===== config.mk =====
export PLATFORM = sky130hd
export DESIGN_NAME = top_k_sorted_score_table
export DESIGN_NICKNAME = d
export VERILOG_FILES = /design/src/hdl/tkst_pkg.sv /design/src/hdl/tkst_store.sv /design/src/hdl/tkst_cmp.sv /design/src/hdl/tkst_ctrl.sv /design/src/hdl/top_k_sorted_score_table.sv
export VERILOG_INCLUDE_DIRS = /design/src /design/src/hdl
export SDC_FILE = /design/constraint.sdc
export NUM_CORES = 1
export LEC_CHECK = 0
export ABC_AREA = 1
export BUFFER_PORTS_ARGS = -buffer_cell sky130_fd_sc_hd__clkbuf_2
export CAP_MARGIN = 15
export CELL_PAD_IN_SITES_DETAIL_PLACEMENT = 0
export CELL_PAD_IN_SITES_GLOBAL_PLACEMENT = 1
export CORE_ASPECT_RATIO = 2
export CORE_UTILIZATION = 50
export DETAILED_ROUTE_END_ITERATION = 10
export PLACE_DENSITY_LB_ADDON = 0.05
export SETUP_SLACK_MARGIN = 0.2
export SYNTH_ARGS = -nofsm -noshare
export SYNTH_HDL_FRONTEND = slang
export SYNTH_HIERARCHICAL = 1
export SYNTH_SLANG_ARGS = --single-unit

===== constraint.sdc =====
create_clock -name clk -period 7.2 [get_ports clk]
set_clock_uncertainty 0.15 [all_clocks]
set_input_delay 0.72 -clock clk [delete_from_list [all_inputs] [get_ports clk]]
set_output_delay 0.72 -clock clk [all_outputs]
set_load 0.05 [all_outputs]

===== src/hdl/top_k_sorted_score_table_defines.svh =====
// assertion macros used by the score table rtl
`ifndef TOP_K_SORTED_SCORE_TABLE_DEFINES_SVH
`define TOP_K_SORTED_SCORE_TABLE_DEFINES_SVH

// condition holds in the same cycle as the trigger
`define TKST_ASSERT_HOLDS(lbl, ck, rs, pre, post, msg) \
  lbl: assert property (@(posedge ck) disable iff (rs) (pre) |-> (post)) \
    else $error(msg);

// condition holds in the cycle after the trigger
`define TKST_ASSERT_NEXT(lbl, ck, rs, pre, post, msg) \
  lbl: assert property (@(posedge ck) disable iff (rs) (pre) |=> (post)) \
    else $error(msg);

`endif


===== src/hdl/tkst_pkg.sv =====
// types and constants of the sorted score table
package tkst_pkg;

  localparam int TABLE_DEPTH = 16;
  localparam int IDX_W = (TABLE_DEPTH > 1) ? $clog2(TABLE_DEPTH) : 1;
  localparam int CNT_W = $clog2(TABLE_DEPTH + 1);

  localparam int CMD_W = 2;
  localparam int MOVES_W = 16;
  localparam int MIN_W = 16;
  localparam int SEC_W = 6;
  localparam int TAG_W = 16;
  localparam int RIDX_W = 4;
  localparam int POS_W = 4;
  localparam int CNT_OUT_W = 5;

  typedef enum logic [CMD_W-1:0] {
    CMD_INSERT = 2'd0,
    CMD_PROBE  = 2'd1,
    CMD_READ   = 2'd2,
    CMD_CLEAR  = 2'd3
  } cmd_t;

  typedef struct packed {
    logic [MOVES_W-1:0] moves;
    logic [MIN_W-1:0]   minutes;
    logic [SEC_W-1:0]   seconds;
    logic [TAG_W-1:0]   tag;
  } entry_t;

  typedef struct packed {
    cmd_t              cmd;
    entry_t            ent;
    logic [RIDX_W-1:0] read_index;
  } req_t;

  typedef struct packed {
    logic accepted;
    logic [POS_W-1:0] position;
    logic entry_valid;
    entry_t ent;
    logic [CNT_OUT_W-1:0] count;
  } res_t;

  typedef struct packed {
    logic             en;
    logic [IDX_W-1:0] addr;
    entry_t           data;
  } mem_wr_t;

  typedef struct packed {
    logic             en;
    logic [IDX_W-1:0] addr;
  } mem_rd_t;

endpackage


===== src/hdl/tkst_store.sv =====
// entry memory: one write port, one registered read port
module tkst_store (
  input  logic             clk,
  input  tkst_pkg::mem_wr_t wr,
  input  tkst_pkg::mem_rd_t rd,
  output tkst_pkg::entry_t  rd_data
);
  import tkst_pkg::*;

  entry_t mem [TABLE_DEPTH];

  always_ff @(posedge clk) begin
    if (wr.en) begin
      mem[wr.addr] <= wr.data;
    end
  end

  always_ff @(posedge clk) begin
    if (rd.en) begin
      rd_data <= mem[rd.addr];
    end
  end

endmodule


===== src/hdl/tkst_cmp.sv =====
// lexicographic key compare: new key strictly ahead of a stored entry
module tkst_cmp (
  input  tkst_pkg::entry_t key,
  input  tkst_pkg::entry_t stored,
  output logic             beats
);
  import tkst_pkg::*;

  always_comb begin
    if (key.moves != stored.moves) begin
      beats = key.moves < stored.moves;
    end else if (key.minutes != stored.minutes) begin
      beats = key.minutes < stored.minutes;
    end else begin
      beats = key.seconds < stored.seconds;
    end
  end

endmodule


===== src/hdl/tkst_ctrl.sv =====
// sequencer: scan, shift, write and read steps over the entry memory
`include "top_k_sorted_score_table_defines.svh"

module tkst_ctrl (
  input  logic              clk,
  input  logic              rst,
  input  logic              req_valid,
  output logic              req_stall,
  input  tkst_pkg::req_t    req,
  output tkst_pkg::mem_wr_t mem_wr,
  output tkst_pkg::mem_rd_t mem_rd,
  input  tkst_pkg::entry_t  rd_data,
  output tkst_pkg::entry_t  cmp_key,
  input  logic              beats,
  output logic              res_valid,
  input  logic              res_ready,
  output tkst_pkg::res_t    res
);
  import tkst_pkg::*;

  typedef enum logic [3:0] {
    S_IDLE,
    S_SCAN_RD,
    S_SCAN_CMP,
    S_SHIFT_RD,
    S_SHIFT_WR,
    S_PUT,
    S_READ_RD,
    S_READ_WAIT,
    S_RESP
  } state_t;

  state_t           state;
  req_t             cur;
  logic [CNT_W-1:0] count;
  logic [CNT_W-1:0] idx;
  logic [IDX_W-1:0] pos;
  logic             acc;
  logic             ent_valid;
  entry_t           rent;

  logic             not_full;
  logic [CNT_W-1:0] last;
  logic             read_hit;

  assign not_full = count < CNT_W'(TABLE_DEPTH);
  assign last     = not_full ? count : CNT_W'(TABLE_DEPTH - 1);
  assign read_hit = cur.read_index < count;

  assign req_stall = state != S_IDLE;
  assign cmp_key   = cur.ent;
  assign res_valid = state == S_RESP;

  always_comb begin
    res.accepted    = acc;
    res.position    = POS_W'(pos);
    res.entry_valid = ent_valid;
    res.ent         = rent;
    res.count       = CNT_OUT_W'(count);
  end

  always_comb begin
    mem_rd = '0;
    mem_wr = '0;
    case (state)
      S_SCAN_RD: begin
        mem_rd.en   = idx != count;
        mem_rd.addr = IDX_W'(idx);
      end
      S_SHIFT_RD: begin
        mem_rd.en   = idx > CNT_W'(pos);
        mem_rd.addr = IDX_W'(idx - 1'b1);
      end
      S_SHIFT_WR: begin
        mem_wr.en   = 1'b1;
        mem_wr.addr = IDX_W'(idx);
        mem_wr.data = rd_data;
      end
      S_PUT: begin
        mem_wr.en   = 1'b1;
        mem_wr.addr = pos;
        mem_wr.data = cur.ent;
      end
      S_READ_RD: begin
        mem_rd.en   = read_hit;
        mem_rd.addr = IDX_W'(cur.read_index);
      end
      default: begin
        mem_rd = '0;
        mem_wr = '0;
      end
    endcase
  end

  always_ff @(posedge clk) begin
    if (rst) begin
      state <= S_IDLE;
      count <= '0;
    end else begin
      case (state)
        S_IDLE: begin
          if (req_valid) begin
            cur       <= req;
            idx       <= '0;
            pos       <= '0;
            acc       <= 1'b0;
            ent_valid <= 1'b0;
            rent      <= '0;
            case (req.cmd)
              CMD_INSERT, CMD_PROBE: state <= S_SCAN_RD;
              CMD_READ:              state <= S_READ_RD;
              CMD_CLEAR: begin
                count <= '0;
                state <= S_RESP;
              end
              default:               state <= S_RESP;
            endcase
          end
        end
        S_SCAN_RD: begin
          if (idx == count) begin
            // beats no stored entry: append if there is room
            if (not_full) begin
              pos   <= IDX_W'(count);
              acc   <= 1'b1;
              idx   <= last;
              state <= (cur.cmd == CMD_INSERT) ? S_SHIFT_RD : S_RESP;
            end else begin
              state <= S_RESP;
            end
          end else begin
            state <= S_SCAN_CMP;
          end
        end
        S_SCAN_CMP: begin
          if (beats) begin
            pos   <= IDX_W'(idx);
            acc   <= 1'b1;
            idx   <= last;
            state <= (cur.cmd == CMD_INSERT) ? S_SHIFT_RD : S_RESP;
          end else begin
            idx   <= idx + 1'b1;
            state <= S_SCAN_RD;
          end
        end
        S_SHIFT_RD: begin
          state <= (idx > CNT_W'(pos)) ? S_SHIFT_WR : S_PUT;
        end
        S_SHIFT_WR: begin
          idx   <= idx - 1'b1;
          state <= S_SHIFT_RD;
        end
        S_PUT: begin
          if (not_full) begin
            count <= count + 1'b1;
          end
          state <= S_RESP;
        end
        S_READ_RD: begin
          state <= read_hit ? S_READ_WAIT : S_RESP;
        end
        S_READ_WAIT: begin
          ent_valid <= 1'b1;
          rent      <= rd_data;
          state     <= S_RESP;
        end
        S_RESP: begin
          if (res_ready) begin
            state <= S_IDLE;
          end
        end
        default: state <= S_IDLE;
      endcase
    end
  end

  `TKST_ASSERT_HOLDS(a_count_bound, clk, rst, 1'b1, count <= CNT_W'(TABLE_DEPTH), "count above depth")
  `TKST_ASSERT_NEXT(a_req_starts, clk, rst, state == S_IDLE && req_valid, state != S_IDLE, "request not taken")
  `TKST_ASSERT_HOLDS(a_shift_above_slot, clk, rst, state == S_SHIFT_WR, idx > CNT_W'(pos), "shift below slot")
  `TKST_ASSERT_NEXT(a_put_grows, clk, rst, state == S_PUT && not_full, count == $past(count) + 1'b1, "count not bumped")

endmodule


===== src/hdl/top_k_sorted_score_table.sv =====
// channel  | signals                                          | direction
// request  | in_valid, in_stall, cmd, moves, minutes, seconds, | in (stall out)
//          | player_tag, read_index                           |
// result   | out_valid, out_stall, accepted, position,        | out (stall in)
//          | entry_valid, out_moves, out_minutes, out_seconds, |
//          | out_tag, count                                   |
//
// insert/probe: a read step and a compare step per stored entry compared, until
// the first one beaten, then for an insert a read step and a write step per entry
// moved down, one read step to close the shift and one for the write of the new
// entry.
// read has a read step and, on a hit, a wait step; clear goes straight to the
// result; one request is in work at a time. reset empties the table at once; no
// clearing pass over the memory. a finished result sits in the output register,
// so the next request is taken while out_stall holds it.
module top_k_sorted_score_table (
  input  logic                          clk,
  input  logic                          rst,
  input  logic                          in_valid,
  output logic                          in_stall,
  input  logic [tkst_pkg::CMD_W-1:0]     cmd,
  input  logic [tkst_pkg::MOVES_W-1:0]   moves,
  input  logic [tkst_pkg::MIN_W-1:0]     minutes,
  input  logic [tkst_pkg::SEC_W-1:0]     seconds,
  input  logic [tkst_pkg::TAG_W-1:0]     player_tag,
  input  logic [tkst_pkg::RIDX_W-1:0]    read_index,
  output logic                          out_valid,
  input  logic                          out_stall,
  output logic                          accepted,
  output logic [tkst_pkg::POS_W-1:0]     position,
  output logic                          entry_valid,
  output logic [tkst_pkg::MOVES_W-1:0]   out_moves,
  output logic [tkst_pkg::MIN_W-1:0]     out_minutes,
  output logic [tkst_pkg::SEC_W-1:0]     out_seconds,
  output logic [tkst_pkg::TAG_W-1:0]     out_tag,
  output logic [tkst_pkg::CNT_OUT_W-1:0] count
);
  import tkst_pkg::*;

  req_t    req;
  mem_wr_t mem_wr;
  mem_rd_t mem_rd;
  entry_t  rd_data;
  entry_t  cmp_key;
  logic    beats;
  logic    res_valid;
  logic    res_ready;
  res_t    res;
  res_t    out_q;

  always_comb begin
    req.cmd         = cmd_t'(cmd);
    req.ent.moves   = moves;
    req.ent.minutes = minutes;
    req.ent.seconds = seconds;
    req.ent.tag     = player_tag;
    req.read_index  = read_index;
  end

  tkst_store u_store (
    .clk     (clk),
    .wr      (mem_wr),
    .rd      (mem_rd),
    .rd_data (rd_data)
  );

  tkst_cmp u_cmp (
    .key    (cmp_key),
    .stored (rd_data),
    .beats  (beats)
  );

  tkst_ctrl u_ctrl (
    .clk       (clk),
    .rst       (rst),
    .req_valid (in_valid),
    .req_stall (in_stall),
    .req       (req),
    .mem_wr    (mem_wr),
    .mem_rd    (mem_rd),
    .rd_data   (rd_data),
    .cmp_key   (cmp_key),
    .beats     (beats),
    .res_valid (res_valid),
    .res_ready (res_ready),
    .res       (res)
  );

  // output register frees up in the cycle its result is taken
  assign res_ready = !out_valid || !out_stall;

  always_ff @(posedge clk) begin
    if (rst) begin
      out_valid <= 1'b0;
    end else if (res_ready) begin
      out_valid <= res_valid;
    end
  end

  always_ff @(posedge clk) begin
    if (res_ready && res_valid) begin
      out_q <= res;
    end
  end

  assign accepted    = out_q.accepted;
  assign position    = out_q.position;
  assign entry_valid = out_q.entry_valid;
  assign out_moves   = out_q.ent.moves;
  assign out_minutes = out_q.ent.minutes;
  assign out_seconds = out_q.ent.seconds;
  assign out_tag     = out_q.ent.tag;
  assign count       = out_q.count;

endmodule


==> results.sh <==
export IMPL_p_switching_mw=3.942
export IMPL_maxSlewViolCount=0
export IMPL_drt_iter0_markers=2421
export IMPL_start_util_pct=50.52
export IMPL_arrival_ns=4.74
export IMPL_io_buffers=130
export IMPL_die_y_um=440.8
export IMPL_fp_row_count=160
export IMPL_cts_max_path_buffers=3
export IMPL_antenna_found_initial=1
export IMPL_reg2reg_depth=12
export IMPL_cts_root_buf="clkbuf_16"
export IMPL_yosysWarnings=6
export IMPL_pwr_share_clk_pct=37.0
export IMPL_setup_slack_ns=2.765
export IMPL_cts_sinks=1118
export IMPL_hold_viol_final=0
export IMPL_pre_cts_slack_ns=2.819
export IMPL_syn_area_mm2=0.04814
export IMPL_worstSetupStartpoint="u_ctrl/state[3]"
export IMPL_wl_per_cell_um=21.57
export IMPL_fin_setup_tns_ns=0
export IMPL_via_per_inst=5.241
export IMPL_status="finished clean"
export IMPL_drt_total_wl_um=126300
export IMPL_path_class="register to register"
export IMPL_max_cap_violations=0
export IMPL_fin_cells=5856
export IMPL_drive_above_1_share_pct=9.052
export IMPL_crit_path_end="u_store/rd_data[13]"
export IMPL_die_w_um=221.4
export IMPL_dr_pass1_iters=5
export IMPL_fin_crit_ns=4.435
export IMPL_worst_hold_slack_ns=0.05429
export IMPL_max_slew_margin_pct=24.08
export IMPL_crit_required_ns=7.51
export IMPL_clock_fmax_mhz=225.5
export IMPL_vias=30692
export IMPL_crit_path_start_kind="register"
export IMPL_grt_pass1_vias=29967
export IMPL_syn_nets=4547
export IMPL_endpoint_kind="register"
export IMPL_min_path_type="primary input to register"
export IMPL_drc=0
export IMPL_cts_tree="done"
export IMPL_syn_area_per_cell_um2=10.85
export IMPL_placed_area_mm2=0.04973
export IMPL_r2r_end="u_store/rd_data[13]"
export IMPL_syn2layout_area_growth_pct=11.13
export IMPL_path_clk_slew_ns=0.07
export IMPL_seqPwrFrac_pct=50.2
export IMPL_r2r_start="u_ctrl/state[3]"
export IMPL_grt_first_pass_wirelength_um=188600
export IMPL_power_mw=15.09
export IMPL_place_congestion=0.8028
export IMPL_clkLatencyLatePin_ns=0.71
export IMPL_grt_max_degree=212
export IMPL_rsz0062_at_grt="no"
export IMPL_path_max_fanout=211
export IMPL_h_tree_depth=3
export IMPL_n_fill_cell=8240
export IMPL_grt_use_total_pct=26.25
export IMPL_tightest_slew_ns=1.139
export IMPL_ir_drop_mv=0.2178
export IMPL_combPwrFrac_pct=12.8
export IMPL_final_antenna_net_count=0
export IMPL_multiInputGateArea_mm2=0.01032
export IMPL_regArea_mm2=0.03347
export IMPL_die_area_mm2=0.09760
export IMPL_dp_cells=5632
export IMPL_synth_cells=4436
export IMPL_rrSetupSlack_ns=2.76
export IMPL_final_setup_viol_count=0
export IMPL_io_pins=131
export IMPL_core_area_mm2=0.09529
export IMPL_cts_buffers=100
export IMPL_p_sw_share_pct=26.13
export IMPL_intPower_mw=11.14
export IMPL_overflow=0
export IMPL_final_util_pct=56.14
export IMPL_finalCritPeriodShare_pct=61.60
export IMPL_layout_nets=4669
export IMPL_design_area_mm2=0.05350
export IMPL_powerDensity_mw_per_mm2=282.0
export IMPL_total_leakage_power_nw=22.61
export IMPL_place_hpwl_um=64690
==> critical path, cell delays in order, from the launching register on <==
cell and delay [ns]:
dfxtp_1 0.34, nor2_2 0.27, nand2_1 0.34, o211ai_1 0.27, buf_4 0.64, clkinv_8 0.71
buf_12 0.51, nand2_1 0.21, nand2_1 0.07, nand2_1 0.06, nand3_1 0.12, nand3_1 0.12
nand2_1 0.06
==> final cells by class <==
cell class | count | area share (%)
repair buffers | 257 | 3.312
well taps | 1215 | 2.842
inverters | 800 | 5.662
diodes | 1 | 0.004678
clock inverters | 64 | 1.352
clock buffers | 120 | 4.975
flip-flops and latches | 1118 | 62.57
multi-input cells | 2281 | 19.29
==> layer usage <==
layer  part of all wire (%)  wire length [um]  GRT usage, %
met4                    3.0              3851         9.858
met2                     52             65080         46.56
met5                      0                 0             0
met3                    4.5              5706         3.160
met1                     41             51680         32.89
==> placed cells by master, fill, tap and decap left out, types with 6 or more instances in the layout <==
cell type,n
o211ai_1,7
nand3_1,667
o22ai_1,7
nand2_1,1305
clkbuf_16,103
inv_1,791
o21ai_1,18
bufinv_16,15
buf_12,6
clkbuf_1,15
clkinv_1,24
dfxtp_1,10
clkbuf_2,130
nor2_1,92
dlygate4sd3_1,37
a21oi_1,21
ha_1,47
nand2_2,10
edfxtp_1,1108
buf_4,84
nor2_4,19
clkinvlp_4,9
o21ai_0,49
clkinv_2,14
nor2_2,8
==> what timing repair did <==
| item | 4_1_cts | 5_1_grt |
|---|---|---|
| resized for setup | 0 | 0 |
| hold buffers | 37 | 0 |
| hold endpoints to repair | 37 | 0 |
| setup buffers | 0 | 0 |
==> how the worst min path moves through the flow <==
stage	from	end	slack [ns]	depth (start not counted)
final	minutes[9]	u_ctrl/cmp_key[31]	0.05	1
after CTS	minutes[9]	u_ctrl/cmp_key[31]	0.0007	1
after detailed placement	u_ctrl/res[37]	out_minutes[10]	0.25	0
after floorplan	u_ctrl/res[27]	out_minutes[0]	0.25	0
after global placement	u_ctrl/res[44]	out_moves[1]	0.25	0
after global routing	minutes[9]	u_ctrl/cmp_key[31]	0.02	1
==> power groups by stage <==
| stage | logic [mW] | registers, mW | clock network (mW) |
|---|---|---|---|
| floorplan | 1.28 | 7.77 | 0 |
| global placement | 1.92 | 7.71 | 0 |
| detailed placement | 1.93 | 7.71 | 0 |
| CTS | 1.95 | 7.57 | 5.71 |
| global route | 2.13 | 7.58 | 5.91 |
| finish | 1.93 | 7.57 | 5.59 |
==> state kept, by name, indices dropped and copies added (netlist names), 4 cells and up <==
register	cells
u_store/mem	864
u_ctrl/cmp_key	54
u_ctrl/res	54
u_store/rd_data	54
out_minutes	16
out_moves	16
out_tag	16
out_seconds	6
u_ctrl/cur	6
count	5
u_ctrl/count	5
u_ctrl/idx	5
position	4
u_ctrl/pos	4
u_ctrl/state	4
Power figures use the tool's default switching activity.
